**config.mk**
```make
export PLATFORM = sky130hd
export DESIGN_NAME = epoch_seconds_to_calendar_date_unit
export DESIGN_NICKNAME = d
export VERILOG_FILES = /design/src/rtl/escd_pkg.sv /design/src/rtl/escd_dpath.sv /design/src/rtl/escd_ctrl.sv /design/src/rtl/epoch_seconds_to_calendar_date_unit.sv
export VERILOG_INCLUDE_DIRS = /design/src /design/src/rtl
export SDC_FILE = /design/constraint.sdc
export NUM_CORES = 1
export LEC_CHECK = 0
export BUFFER_PORTS_ARGS = -buffer_cell sky130_fd_sc_hd__buf_2
export CORE_ASPECT_RATIO = 0.75
export CORE_MARGIN = 2
export CORE_UTILIZATION = 50
export CTS_CLUSTER_DIAMETER = 50
export DETAILED_ROUTE_END_ITERATION = 16
export GPL_TIMING_DRIVEN = 0
export PLACE_DENSITY = 0.83
export SYNTH_ARGS = -nofsm -noshare
export SYNTH_HDL_FRONTEND = slang
export SYNTH_SLANG_ARGS = --single-unit
export TNS_END_PERCENT = 50
```
**constraint.sdc**
```tcl
create_clock -name clk -period 6.7 [get_ports clk]
set_input_delay 2.01 -clock clk [delete_from_list [all_inputs] [get_ports clk]]
set_output_delay 2.01 -clock clk [all_outputs]
set_load 0.005 [all_outputs]
```
**src/rtl/epoch_seconds_to_calendar_date_unit_defines.svh**
```systemverilog
// Assertion helpers; clk and rst are taken from the module that uses them.
`ifndef EPOCH_SECONDS_TO_CALENDAR_DATE_UNIT_DEFINES_SVH
`define EPOCH_SECONDS_TO_CALENDAR_DATE_UNIT_DEFINES_SVH
`ifndef SYNTHESIS
`define ESCD_ASSERT(lbl, prop, msg) \
  lbl: assert property (@(posedge clk) disable iff (rst) prop) else $error(msg);
`define ESCD_NEVER(lbl, expr, msg) \
  lbl: assert property (@(posedge clk) disable iff (rst) !(expr)) else $error(msg);
`else
`define ESCD_ASSERT(lbl, prop, msg)
`define ESCD_NEVER(lbl, expr, msg)
`endif
`endif

```
**src/rtl/escd_pkg.sv**
```systemverilog
`default_nettype none
package escd_pkg;

  localparam logic [31:0] DAY_SECS  = 32'd86400;
  localparam logic [31:0] HOUR_SECS = 32'd3600;
  localparam logic [31:0] MIN_SECS  = 32'd60;
  localparam logic [31:0] YEAR_SECS = 32'd31536000;
  localparam logic [31:0] LEAP_SECS = 32'd31622400;

  localparam logic [11:0] BASE_YEAR = 12'd2026;
  // year mod 100 and (year / 100) mod 4 of the base year
  localparam logic [6:0]  BASE_Y100 = 7'd26;
  localparam logic [1:0]  BASE_C4   = 2'd0;
  localparam logic [6:0]  Y100_LAST = 7'd99;

  localparam logic [3:0]  MONTH_JAN = 4'd1;
  localparam logic [3:0]  MONTH_FEB = 4'd2;
  localparam logic [3:0]  MONTH_DEC = 4'd12;

  // datapath phase codes
  localparam logic [2:0] PH_YEAR  = 3'd0;
  localparam logic [2:0] PH_MONTH = 3'd1;
  localparam logic [2:0] PH_DAY   = 3'd2;
  localparam logic [2:0] PH_HOUR  = 3'd3;
  localparam logic [2:0] PH_MIN   = 3'd4;

  // top quotient bit index of each division phase
  localparam logic [2:0] DAY_TOP  = 3'd4;
  localparam logic [2:0] HOUR_TOP = 3'd4;
  localparam logic [2:0] MIN_TOP  = 3'd5;

  typedef struct packed {
    logic       load;
    logic       step;
    logic       publish;
    logic [2:0] phase;
    logic [2:0] idx;
  } ctl_cmd_t;

  typedef struct packed {
    logic ge;
    logic last_month;
  } dp_status_t;

  // length of a non-leap month in seconds
  function automatic logic [31:0] month_secs(input logic [3:0] m);
    logic [31:0] s;
    case (m)
      4'd2:                       s = 32'd2419200;
      4'd4, 4'd6, 4'd9, 4'd11:    s = 32'd2592000;
      default:                    s = 32'd2678400;
    endcase
    return s;
  endfunction

endpackage
`default_nettype wire

```
**src/rtl/escd_dpath.sv**
```systemverilog
`default_nettype none
module escd_dpath (
  input  wire logic                  clk,
  input  wire escd_pkg::ctl_cmd_t    cmd,
  output escd_pkg::dp_status_t       status,
  input  wire logic [31:0]           seconds_count,
  output logic [11:0]                year,
  output logic [3:0]                 month,
  output logic [4:0]                 day,
  output logic [4:0]                 hour,
  output logic [5:0]                 minute,
  output logic [5:0]                 second
);

  logic [31:0] rem;
  logic [11:0] yr;
  logic [6:0]  y100;
  logic [1:0]  c4;
  logic [3:0]  mo;
  logic [4:0]  day_q;
  logic [4:0]  hour_q;
  logic [5:0]  min_q;

  logic        leap;
  logic [31:0] sub;
  logic        ge;

  assign leap = ((yr[1:0] == 2'b00) && (y100 != 7'd0)) ||
                ((y100 == 7'd0) && (c4 == 2'd0));

  always_comb begin
    case (cmd.phase)
      escd_pkg::PH_YEAR:  sub = leap ? escd_pkg::LEAP_SECS : escd_pkg::YEAR_SECS;
      escd_pkg::PH_MONTH: sub = escd_pkg::month_secs(mo) +
                                (((mo == escd_pkg::MONTH_FEB) && leap) ?
                                 escd_pkg::DAY_SECS : 32'd0);
      escd_pkg::PH_DAY:   sub = escd_pkg::DAY_SECS << cmd.idx;
      escd_pkg::PH_HOUR:  sub = escd_pkg::HOUR_SECS << cmd.idx;
      escd_pkg::PH_MIN:   sub = escd_pkg::MIN_SECS << cmd.idx;
      default:            sub = escd_pkg::DAY_SECS;
    endcase
  end

  assign ge = rem >= sub;
  assign status.ge = ge;
  assign status.last_month = mo == escd_pkg::MONTH_DEC;

  always_ff @(posedge clk) begin
    if (cmd.load) begin
      rem    <= seconds_count;
      yr     <= escd_pkg::BASE_YEAR;
      y100   <= escd_pkg::BASE_Y100;
      c4     <= escd_pkg::BASE_C4;
      mo     <= escd_pkg::MONTH_JAN;
      day_q  <= 5'd0;
      hour_q <= 5'd0;
      min_q  <= 6'd0;
    end else if (cmd.step && ge) begin
      rem <= rem - sub;
      case (cmd.phase)
        escd_pkg::PH_YEAR: begin
          yr <= yr + 12'd1;
          if (y100 == escd_pkg::Y100_LAST) begin
            y100 <= 7'd0;
            c4   <= c4 + 2'd1;
          end else begin
            y100 <= y100 + 7'd1;
          end
        end
        escd_pkg::PH_MONTH: mo <= mo + 4'd1;
        escd_pkg::PH_DAY:   day_q[cmd.idx] <= 1'b1;
        escd_pkg::PH_HOUR:  hour_q[cmd.idx] <= 1'b1;
        escd_pkg::PH_MIN:   min_q[cmd.idx] <= 1'b1;
        default: ;
      endcase
    end
  end

  // output word register, separate from the working registers
  always_ff @(posedge clk) begin
    if (cmd.publish) begin
      year   <= yr;
      month  <= mo;
      day    <= day_q + 5'd1;
      hour   <= hour_q;
      minute <= min_q;
      second <= rem[5:0];
    end
  end

endmodule
`default_nettype wire

```
**src/rtl/escd_ctrl.sv**
```systemverilog
`default_nettype none
`include "epoch_seconds_to_calendar_date_unit_defines.svh"
module escd_ctrl (
  input  wire logic                 clk,
  input  wire logic                 rst,
  input  wire logic                 in_valid,
  output logic                      in_ready,
  output logic                      out_valid,
  input  wire logic                 out_ready,
  output escd_pkg::ctl_cmd_t        cmd,
  input  wire escd_pkg::dp_status_t status
);

  localparam logic [2:0] ST_IDLE   = 3'd0;
  localparam logic [2:0] ST_YEAR   = 3'd1;
  localparam logic [2:0] ST_MONTH  = 3'd2;
  localparam logic [2:0] ST_DAY    = 3'd3;
  localparam logic [2:0] ST_HOUR   = 3'd4;
  localparam logic [2:0] ST_MIN    = 3'd5;
  localparam logic [2:0] ST_FINISH = 3'd6;

  logic [2:0] state, state_next;
  logic [2:0] idx, idx_next;
  logic       out_valid_next;

  assign in_ready = state == ST_IDLE;

  always_comb begin
    state_next  = state;
    idx_next    = idx;
    cmd.load    = 1'b0;
    cmd.step    = 1'b0;
    cmd.publish = 1'b0;
    cmd.phase   = escd_pkg::PH_YEAR;
    cmd.idx     = idx;
    case (state)
      ST_IDLE: begin
        if (in_valid) begin
          cmd.load   = 1'b1;
          state_next = ST_YEAR;
        end
      end
      ST_YEAR: begin
        cmd.step = 1'b1;
        if (!status.ge) state_next = ST_MONTH;
      end
      ST_MONTH: begin
        cmd.phase = escd_pkg::PH_MONTH;
        cmd.step  = !status.last_month;
        if (!status.ge || status.last_month) begin
          state_next = ST_DAY;
          idx_next   = escd_pkg::DAY_TOP;
        end
      end
      ST_DAY: begin
        cmd.phase = escd_pkg::PH_DAY;
        cmd.step  = 1'b1;
        if (idx == 3'd0) begin
          state_next = ST_HOUR;
          idx_next   = escd_pkg::HOUR_TOP;
        end else begin
          idx_next = idx - 3'd1;
        end
      end
      ST_HOUR: begin
        cmd.phase = escd_pkg::PH_HOUR;
        cmd.step  = 1'b1;
        if (idx == 3'd0) begin
          state_next = ST_MIN;
          idx_next   = escd_pkg::MIN_TOP;
        end else begin
          idx_next = idx - 3'd1;
        end
      end
      ST_MIN: begin
        cmd.phase = escd_pkg::PH_MIN;
        cmd.step  = 1'b1;
        if (idx == 3'd0) state_next = ST_FINISH;
        else idx_next = idx - 3'd1;
      end
      ST_FINISH: begin
        // hold until the output register is free
        if (!out_valid || out_ready) begin
          cmd.publish = 1'b1;
          state_next  = ST_IDLE;
        end
      end
      default: state_next = ST_IDLE;
    endcase
  end

  always_comb begin
    out_valid_next = out_valid;
    if (cmd.publish) out_valid_next = 1'b1;
    else if (out_ready) out_valid_next = 1'b0;
  end

  always_ff @(posedge clk) begin
    if (rst) begin
      state     <= ST_IDLE;
      idx       <= 3'd0;
      out_valid <= 1'b0;
    end else begin
      state     <= state_next;
      idx       <= idx_next;
      out_valid <= out_valid_next;
    end
  end

  `ESCD_ASSERT(a_year_exit, (state == ST_YEAR && !status.ge) |=> state == ST_MONTH, "year walk did not exit")
  `ESCD_NEVER(a_month_overrun, cmd.step && cmd.phase == escd_pkg::PH_MONTH && status.last_month, "month stepped past December")
  `ESCD_ASSERT(a_publish, cmd.publish |=> (out_valid && state == ST_IDLE), "publish lost")
  `ESCD_NEVER(a_load_busy, cmd.load && state != ST_IDLE, "word loaded while busy")

endmodule
`default_nettype wire

```
**src/rtl/epoch_seconds_to_calendar_date_unit.sv**
```systemverilog
// From input accept to output valid, the controller removes whole years, then whole months
// (up to December), then finds the day, hour and minute quotient bits, then publishes.
// A new input is taken only in idle, after the previous word is published; the shared
// 32-bit compare-and-subtract sets the pace. A finished word waits in its output register
// while the next input is taken; the next publish holds until that register is free.
// Reset (rst, synchronous) returns the controller to idle and clears out_valid.
`default_nettype none
module epoch_seconds_to_calendar_date_unit (
  input  wire logic        clk,
  input  wire logic        rst,
  input  wire logic        in_valid,
  output logic             in_ready,
  input  wire logic [31:0] seconds_count,
  output logic             out_valid,
  input  wire logic        out_ready,
  output logic [11:0]      year,
  output logic [3:0]       month,
  output logic [4:0]       day,
  output logic [4:0]       hour,
  output logic [5:0]       minute,
  output logic [5:0]       second
);

  escd_pkg::ctl_cmd_t   cmd;
  escd_pkg::dp_status_t status;

  escd_ctrl u_ctrl (
    .clk       (clk),
    .rst       (rst),
    .in_valid  (in_valid),
    .in_ready  (in_ready),
    .out_valid (out_valid),
    .out_ready (out_ready),
    .cmd       (cmd),
    .status    (status)
  );

  escd_dpath u_dpath (
    .clk           (clk),
    .cmd           (cmd),
    .status        (status),
    .seconds_count (seconds_count),
    .year          (year),
    .month         (month),
    .day           (day),
    .hour          (hour),
    .minute        (minute),
    .second        (second)
  );

endmodule
`default_nettype wire
```
Word-level counts from Yosys, hierarchy flattened. Index checks and enable logic that the tools add are counted.

Register bits: 118. Bits in writable memories: 0. Bits in latches: 0. Bits in read-only memories: 0. Output and inout port bits: 40. Bits of input ports: 36. Memories: 0.

Add/sub/neg operators: 8. Muxes and demuxes: 31. Multiply operators: 0. Reduce and logical (&&, ||, !) cells: 31. Shift-type cells: 3. Equality and inequality tests: 25. Bitwise operators: 3. Div/mod/pow operators: 0. $lt $le $gt $ge: 3.

Operator list (count): 32-bit case mux with 5 select lines (1); 32-bit two-way mux (3); 20-bit case mux with 2 select lines (1); 3-bit two-way mux (11); 32-bit adder (1); 32-bit >= comparator (1); 12-bit by 3-bit left shift with 32-bit output (first input constant) (1); 17-bit by 3-bit left shift with 32-bit output (first input constant) (1); 6-bit by 3-bit left shift with 32-bit output (first input constant) (1); 32-bit subtractor (1); 3-bit case mux with 4 select lines (2); 3-bit case mux with 7 select lines (1); 18-bit two-way mux (1); 17-bit two-way mux (1); 12-bit by 1-bit adder with 12-bit output (second input constant) (1); 3-bit by 2-bit equality test with 1-bit output (second input constant) (4); 3-bit equality test (second input constant) (4); 4-bit equality test (second input constant) (3); 2-bit by 1-bit inequality test with 1-bit output (second input constant) (5); 5-bit bitwise OR (2); 2-bit AND reduction (5); 3-bit zero test (3); 4-bit by 3-bit equality test with 1-bit output (second input constant) (2); 4-bit OR reduction (2); 26 further kinds (46).

Longest topological paths before layout. Gate-level depths: netlist of run 1.

Word-level depth: 12. Mapped depth: 22.

Hierarchy. A second synthesis of run 1 with hierarchy kept.

Cells, all modules: 770. Area, all modules: 7109.3 sq um.

By module, submodules not included: escd_dpath (cells each 704, sequential area each 2922.8 sq um, area each 6590.1 sq um, instances 1); escd_ctrl (cells each 66, sequential area each 140.1 sq um, area each 519.2 sq um, instances 1).

Worst setup path after synthesis of run 1. No wires, ideal clock.

Path type: flip-flop to flip-flop. From: reg u_dpath.mo[0]. To: reg u_dpath.rem[10] (enable). Slack: -0.071 ns. Path buffers: 2. Setup time: 0.459 ns. Cell stages (with the launch flop): 22. Arrival time: 6.312 ns. Data required time: 6.241 ns. Cells stage by stage: dfxtp_1 -> inv_1 -> ha_1 -> nor2_1 -> nor2_1 -> a21oi_1 -> ha_1 -> nand2_1 -> fa_1 -> o21ai_0 -> o21ai_0 -> a32o_1 -> a221oi_1 -> ha_1 -> buf_2 -> nand4_1 -> nor4_1 -> a21o_1 -> o31ai_4 -> and2_1 -> buf_2 -> o21ai_0.

Word-level cells in the longest chain between the ends: 9. Elaborated cells on any way between the ends: 18. Classes of those cells: add/sub: 1; order compare: 1; eq/ne: 6; mux: 5; reduce/logical: 5.

RTL lines: start: declaration (RTL line escd_dpath.sv:19) `logic [3:0] mo;`; start signal: assignment (RTL line escd_dpath.sv:54) `mo <= escd_pkg::MONTH_JAN;`; start signal: assignment (RTL line escd_dpath.sv:70) `escd_pkg::PH_MONTH: mo <= mo + 4'd1;`; 4-bit by 3-bit equality test with 1-bit output or 4-bit equality test (tied branches) (RTL line escd_pkg.sv:48) `case (m)`; 4-bit OR reduction (RTL line escd_pkg.sv:48); 20-bit case mux with 2 select lines (RTL line escd_pkg.sv:48); 32-bit two-way mux (RTL line escd_dpath.sv:32) `case (cmd.phase)`; 32-bit adder (RTL line escd_dpath.sv:34) `escd_pkg::PH_MONTH: sub = escd_pkg::month_secs(mo) +`; 32-bit case mux with 5 select lines (RTL line escd_dpath.sv:32); 32-bit >= comparator (RTL line escd_dpath.sv:44) `assign ge = rem >= sub;`; 1-bit logical AND (*) (RTL line escd_dpath.sv:58) `end else if (cmd.step && ge) begin`; 2-bit nonzero test (no line) (*); end signal: assignment (RTL line escd_dpath.sv:50) `rem <= seconds_count;`; end signal: assignment (RTL line escd_dpath.sv:59) `rem <= rem - sub;`; end: declaration (RTL line escd_dpath.sv:15) `logic [31:0] rem;`.

Every way passes the cells marked *; elsewhere a longest branch is shown, timed or not. The select of a mux whose other input is x is not followed. A chain may end at the register's enable or synchronous reset.

Final worst setup path of run 1.
From: reg u_dpath.mo[0]. To: reg u_dpath.rem[29] (enable).

The elaborated chain is that of the path after synthesis.

==> results.sh, run 1 <==
export IMPL_status="complete, no violations"
export IMPL_htreeDepth=4
export IMPL_synthSimpleGateAreaFrac_pct=17.9
export IMPL_synth_compound_area_share_pct=20.0
export IMPL_synth_edf_count=70
export IMPL_die_w_um=139
export IMPL_rrSetupSlack_ns=0.46
export IMPL_cts_hold_buf=0
export IMPL_fin_nets=912
export IMPL_post_cts_setup_buffer_count=0
export IMPL_area_growth_pct=18.6
export IMPL_min_from="u_dpath.min_q[2]"
export IMPL_finalNonFillerCells=1020
export IMPL_yosysSeqAreaShare_pct=45.1
export IMPL_whs_path_depth=0
export IMPL_post_place_ws_ns=0.383
export IMPL_syn_avg_cell_area_um2=9.18
export IMPL_row_count=36
export IMPL_slew_violations=0
export IMPL_drt_iter0_drc=638
export IMPL_detail_route_antenna_nets=0
export IMPL_grt_pass1_vias=5707
export IMPL_finalSetupTns_ns=0
export IMPL_final_cell_mix="nand2_1 (88), buf_2 (79), nor2_1 (70), edfxtp_1 (70), a21oi_1 (57)"
export IMPL_fin_crit_sh_pct=93.1
export IMPL_cpPeakStageDelay_ns=0.54
export IMPL_finalSetupViolCount=0
export IMPL_placed_cell_area_mm2=0.00746
export IMPL_hold_path_class="flip-flop to flip-flop"
export IMPL_die_area_mm2=0.0145
export IMPL_p_leak_nw=3.22
export IMPL_ff_latch_area_mm2=0.00306
export IMPL_drc=0
export IMPL_p_total_mw=3.88
export IMPL_stdcell_area_mm2=0.00806
export IMPL_place_gp_congestion=0.981
export IMPL_min_to="u_dpath.minute[2]"
export IMPL_post_drt_wl_per_cell_um=18.1
export IMPL_synth_top_family_by_area="compound AO/OA/AOI/OAI gates"
export IMPL_synth_flop_cell="edfxtp_1"
export IMPL_yosysWarnings=0
export IMPL_clockBufferDepth=2
export IMPL_fp_dieH_um=105
export IMPL_clock_sinks=118
export IMPL_grt_max_degree=22
export IMPL_synth_async_reset_ratio_pct=0
export IMPL_max_slew_margin_rel_pct=41.4
export IMPL_cts_buffers=17
export IMPL_power_density_mw_per_mm2=482
export IMPL_critPathKind="flip-flop to flip-flop"
export IMPL_cts_root_buffer="clkbuf_16"
export IMPL_critPathMaxFanout=21
export IMPL_hold_viol=0
export IMPL_clk_pin_slew_ns=0.06
export IMPL_track_usage_pct=25.3
export IMPL_port_buffer_count=75
export IMPL_ioPinCount=76
export IMPL_clock_skew_ns=0.0101
export IMPL_cap_violations=0
export IMPL_crit_arrival_ns=6.37
export IMPL_fmax_mhz=160
export IMPL_num_vias=6181
export IMPL_synth_fp_nets=816
export IMPL_multi_input_area_mm2=0.00350
export IMPL_place_hpwl_mm=13.4
export IMPL_drive_gt1_share_pct=15.7
export IMPL_dr_pass1_iters=6
export IMPL_timing_rr_end="u_dpath.rem[29]"
export IMPL_worstSetupEndpointType="flip-flop"
export IMPL_synthCells=740
export IMPL_antenna_found_initial=0
export IMPL_fin_hold_ws_ns=0.429
export IMPL_muxShareOfSynthArea_pct=1.82
export IMPL_cts_resized=0
export IMPL_drt_total_wl_mm=18.4
export IMPL_synth_seq_cells=118
export IMPL_crit_top_cell="ha_1"
export IMPL_rsz0062_at_grt="no"
export IMPL_core_area_mm2=0.0131
export IMPL_clock_latency_ns=0.43
export IMPL_antenna_cells=0
export IMPL_reg2reg_depth=22
export IMPL_cts_tree="built"
export IMPL_grt_pass1_wl_mm=29.1
export IMPL_cp_start_kind="flip-flop"
export IMPL_layout_commonest_cell="nand2_1"
export IMPL_synthDistinctLibCells=67
export IMPL_synthAdderAreaFrac_pct=7.48
export IMPL_final_core_util_pct=61.5
export IMPL_setup_ws_ns=0.460
export IMPL_path_cells="inv_1 -> ha_1 -> nor2_1 -> nor2_1 -> a21oi_2 -> ha_1 -> nand2_1 -> fa_1 -> o21ai_0 -> o21ai_0 -> a32o_1 -> a221oi_1 -> ha_1 -> buf_2 -> nand4_1 -> nor3_1 -> o21ba_2 -> o31ai_4 -> and2_1 -> buf_2 -> o21ai_4 -> buf_16"
export IMPL_fill_cells=1094
export IMPL_min_period_ns=6.24
export IMPL_tightestPinTransition_ns=0.880
export IMPL_worstReg2RegStart="u_dpath.mo[0]"
export IMPL_slowest_stage="a221oi_1"
export IMPL_synth_xor_area_share_pct=4.00
export IMPL_ir_drop_mv=0.319
export IMPL_numPlacedInstances=988
export IMPL_start_util_pct=51.8
export IMPL_netlist_area_mm2=0.00679
export IMPL_viasPerCell=6.06
export IMPL_crit_required_ns=6.82
export IMPL_gr_total_overflow=0
-- logic make-up after synthesis --
| group | Yosys count |
|---|---|
| and+or+nand+nor | 266 |
| AOI/OAI and AO/OA | 210 |
| DFF | 118 |
| buffers and inverters | 63 |
| adders and majority gates | 40 |
| xor gates and xnor gates | 31 |
| muxes | 12 |
-- cell usage after synthesis, drive strengths merged, types with 2 or more instances --
cell | instances | area (µm²)
nand4 | 10 | 62.6
clkbuf | 27 | 101
buf | 9 | 46.3
a21oi | 59 | 299
o31ai | 10 | 93.8
a211o | 2 | 17.5
o21bai | 3 | 22.5
mux2i | 9 | 90.1
or3 | 6 | 37.5
and2 | 2 | 12.5
o41ai | 2 | 17.5
ha | 39 | 488
a22oi | 4 | 30.0
nor2 | 72 | 273
a221oi | 3 | 26.3
edfxtp | 70 | 2100
inv | 25 | 93.8
nor2b | 6 | 37.5
a21o | 9 | 68.8
xor2 | 14 | 123
nor3 | 32 | 165
a31o | 2 | 17.5
and3 | 5 | 31.3
and4 | 2 | 17.5
o22ai | 2 | 12.5
o211ai | 7 | 52.6
mux2 | 3 | 33.8
o211a | 3 | 30.0
clkinv | 2 | 7.51
nand2 | 88 | 330
nand2b | 6 | 37.5
nand3 | 24 | 120
dfxtp | 48 | 961
o221ai | 3 | 26.3
xnor2 | 17 | 149
nor4 | 4 | 25.0
o32ai | 2 | 17.5
or2 | 3 | 18.8
o21a | 18 | 135
a31oi | 16 | 100
o21ai | 48 | 240
a211oi | 5 | 37.5
or4 | 3 | 22.5
or4b | 2 | 20.0
-- per-layer routing --
metal / vias to the layer above / global-route usage, % / routed length, µm
met2: 338 / 37.4 / 7690
li1: 2928 / - / -
met4: 0 / 6.78 / 304
met3: 34 / 5.96 / 1920
met1: 2881 / 37.3 / 8540
met5: - / 0 / 0
-- critical path: cells and delay by family, from the launching register on --
kind	cells	cell delay (ns)
compound gates	8	2.54
buf+inv	4	0.74
flops	1	0.46
simple gates	6	1.08
fa+ha+maj	4	1.12
-- flip-flops by register name, indices dropped and copies added, names as in the netlist --
register	count
u_ctrl.idx	3
u_ctrl.out_valid	1
u_ctrl.state	3
u_dpath.c4	2
u_dpath.day	5
u_dpath.day_q	5
u_dpath.hour	5
u_dpath.hour_q	5
u_dpath.min_q	6
u_dpath.minute	6
u_dpath.mo	4
u_dpath.month	4
u_dpath.rem	32
u_dpath.second	6
u_dpath.y100	7
u_dpath.year	12
u_dpath.yr	12
-- worst max path at each step --
stage                                 end  depth (start not counted)     startpoint  slack (ns)
after floorplan           u_dpath.rem[10]                         21  u_dpath.mo[0]        0.74
after global placement    u_dpath.rem[11]                         21  u_dpath.mo[0]       -1.09
after detailed placement  u_dpath.rem[12]                         22  u_dpath.mo[0]        0.38
after CTS                 u_dpath.rem[20]                         22  u_dpath.mo[0]        0.37
after global routing      u_dpath.rem[16]                         22  u_dpath.mo[0]        0.06
final                     u_dpath.rem[29]                         22  u_dpath.mo[0]        0.46
-- where the power goes --
part	internal, mW	switching, mW
logic	0.684	1.18
registers	1.01	0.0846
clock network	0.553	0.372
-- layout make-up --
class | count | share of cell area (%)
well taps | 171 | 2.65
plain buffers | 36 | 1.83
clock inverters | 13 | 1.68
repair buffers | 77 | 5.34
inverters | 27 | 1.26
multi-input cells | 559 | 43.5
clock buffers | 19 | 5.76
flip-flops and latches | 118 | 38.0
No activity file was read; power rests on OpenSTA's default activity.
==> run 2, diff against run 1 <==
- PLACE_DENSITY: 0.83 -> 0.82
- SYNTH_HIERARCHICAL: default -> 1
==> run 2 against run 1 <==
  * Setup slack improved by 0.36 ns
  * Cell count grew 3.0%
  * Sequential power is 10% lower
  * Sequential share of layout area decreased by 1.1 points
  * Clock power about the same
  * Critical endpoint is now u_dpath/rem[29]
==> results.sh, run 2 <==
export IMPL_grt_pass1_wl_mm=31.0
export IMPL_track_usage_pct=26.2
export IMPL_min_period_ns=5.88
export IMPL_dr_pass1_iters=6
export IMPL_fin_nets=939
export IMPL_crit_required_ns=6.68
export IMPL_antenna_cells=0
export IMPL_cts_buffers=17
export IMPL_synth_flop_cell="edfxtp_1"
export IMPL_synthDistinctLibCells=77
export IMPL_hold_path_class="flip-flop to flip-flop"
export IMPL_synth_seq_cells=118
export IMPL_die_w_um=142
export IMPL_slew_violations=0
export IMPL_post_drt_wl_per_cell_um=18.5
export IMPL_critPathMaxFanout=30
export IMPL_largest_reg_flops=32
export IMPL_fin_crit_sh_pct=87.8
export IMPL_synthCells=770
export IMPL_antenna_found_initial=0
export IMPL_synth_edf_count=70
export IMPL_fmax_mhz=170
export IMPL_viasPerCell=6.17
export IMPL_start_util_pct=51.5
export IMPL_num_vias=6482
export IMPL_netlist_area_leader_share_pct=29.6
export IMPL_cap_violations=0
export IMPL_rrSetupSlack_ns=0.82
export IMPL_grt_pass1_vias=5904
export IMPL_cts_tree="built"
export IMPL_row_count=37
export IMPL_cts_root_buffer="clkbuf_16"
export IMPL_fin_hold_ws_ns=0.419
export IMPL_post_cts_setup_buffer_count=0
export IMPL_clk_pin_slew_ns=0.06
export IMPL_synth_fp_nets=846
export IMPL_clock_sinks=118
export IMPL_p_leak_nw=3.19
export IMPL_power_density_mw_per_mm2=389
export IMPL_whs_path_depth=0
export IMPL_reg2reg_depth=16
export IMPL_place_gp_congestion=1.00
export IMPL_gr_total_overflow=0
export IMPL_clockBufferDepth=2
export IMPL_synth_async_reset_ratio_pct=0
export IMPL_finalSetupViolCount=0
export IMPL_place_hpwl_mm=13.6
export IMPL_die_area_mm2=0.0152
export IMPL_max_slew_margin_rel_pct=37.9
export IMPL_drive_gt1_share_pct=17.2
export IMPL_status="complete, no violations"
export IMPL_yosys_cell_count_top_type="nand2_1"
export IMPL_regMostFlops="u_dpath/rem"
export IMPL_cts_hold_buf=0
export IMPL_layout_commonest_cell="nand2_1"
export IMPL_syn_avg_cell_area_um2=9.23
export IMPL_yosysWarnings=6
export IMPL_worstSetupEndpointType="flip-flop"
export IMPL_port_buffer_count=74
export IMPL_timing_rr_end="u_dpath/rem[29]"
export IMPL_ir_drop_mv=0.319
export IMPL_min_to="u_dpath/second[0]"
export IMPL_cts_resized=0
export IMPL_detail_route_antenna_nets=0
export IMPL_numPlacedInstances=1019
export IMPL_netlist_top_cells_area="edfxtp_1 (30%), dfxtp_1 (14%), ha_1 (6.9%)"
export IMPL_worstReg2RegStart="u_dpath/y100[2]"
export IMPL_finalSetupTns_ns=0
export IMPL_finalNonFillerCells=1051
export IMPL_fp_dieH_um=107
export IMPL_drc=0
export IMPL_fill_cells=1188
export IMPL_min_from="u_dpath/rem[0]"
export IMPL_core_area_mm2=0.0138
export IMPL_critPathKind="flip-flop to flip-flop"
export IMPL_htreeDepth=4
export IMPL_clock_latency_ns=0.42
export IMPL_p_total_mw=3.23
export IMPL_drt_total_wl_mm=19.4
export IMPL_largestRegisters="u_dpath/rem x32, u_dpath/year x12, u_dpath/yr x12"
export IMPL_hold_viol=0
export IMPL_cp_start_kind="flip-flop"
export IMPL_crit_arrival_ns=5.86
export IMPL_synth_commonest_cells="nand2_1 (82), edfxtp_1 (70), nor2_1 (65)"
export IMPL_area_growth_pct=16.7
export IMPL_yosysSeqAreaShare_pct=43.1
export IMPL_drt_iter0_drc=484
export IMPL_rsz0062_at_grt="no"
export IMPL_netlist_area_mm2=0.00711
export IMPL_grt_max_degree=39
export IMPL_final_cell_mix="nand2_1 (81), buf_2 (76), edfxtp_1 (70)"
export IMPL_clock_skew_ns=0.00963
export IMPL_synth_top_cell_by_area="edfxtp_1"
export IMPL_tightestPinTransition_ns=0.925
export IMPL_ioPinCount=76
## run 2: changes by cell type after synthesis, moves of 8 or more
cell	before	now
o21a_1	18	10
nor3_1	31	23
a21oi_1	58	38
a31oi_1	16	25
o31ai_1	8	16
## run 2: worst max-delay path, stage by stage, from the launching register on
cell,delay [ns]
dfxtp_1,0.36
nor3_1,0.30
nand3_1,0.18
mux2i_1,0.43
nor2_1,0.20
ha_1,0.34
a41oi_1,0.14
nor3_1,0.28
xor2_1,0.10
a2111oi_0,0.78
ha_1,0.43
or2_2,0.29
a21oi_1,0.19
a21o_1,0.15
a211oi_2,0.14
o21ai_1,0.51
nand2_2,0.58
## run 2: logic make-up after synthesis
group | count (synthesis) | share of synthesized area [%]
buffers and inverters | 74 | 4.95
and+or+nand+nor | 279 | 19.0
muxes | 8 | 1.23
DFF | 118 | 43.1
xor gates and xnor gates | 23 | 2.83
adders and majority gates | 40 | 7.15
AOI/OAI and AO/OA | 228 | 21.7
## run 2: report_power, final
part	total, mW	internal (mW)	leakage [nW]	switching, mW
Clock	0.925	0.536	0.296	0.389
Sequential	0.987	0.922	1.06	0.0643
Combinational	1.32	0.495	1.83	0.822
## run 2: how the worst max path moves through the flow
stage / startpoint / to / cells after the start / slack, ns
6_report: u_dpath/y100[2] / u_dpath/rem[29] / 16 / 0.82
3_5_place_dp: u_dpath/y100[2] / u_dpath/rem[13] / 16 / 0.58
2_1_floorplan: u_dpath/y100[0] / u_dpath/rem[31] / 19 / 2.03
5_1_grt: u_dpath/y100[0] / u_dpath/rem[29] / 17 / 0.49
4_1_cts: u_dpath/y100[2] / u_dpath/rem[20] / 16 / 0.50
3_3_place_gp: u_dpath/y100[2] / u_dpath/rem[12] / 16 / 0.62
## run 2: per-stage QoR
step	worst slack (ns)	util, %	area, µm²
after global placement	0.621	55.8	7700
after global routing	0.488	60.2	8300
after detailed placement	0.581	55.8	7700
after floorplan	2.03	-	7110
final	0.821	60.2	8300
after CTS	0.503	60.1	8300
## run 2: layer usage
layer  up-vias  part of all wire [%]  track usage (%)
met5         -                     0                0
met4         0                   1.5             8.07
met3        24                   8.5             4.36
met2       333                    44             40.7
met1      3061                    46             37.5
li1       3064                     -                -
## run 2: area by class of cell
class / instances / area, µm² / share of cell area [%]
tap: 175 / 219 / 2.64
clock inverter: 13 / 123 / 1.48
multi-input combinational: 578 / 3700 / 44.6
inverter: 32 / 120 / 1.45
clock buffer: 19 / 475 / 5.73
sequential: 118 / 3060 / 36.9
buffer: 42 / 231 / 2.79
timing repair buffer: 74 / 370 / 4.46
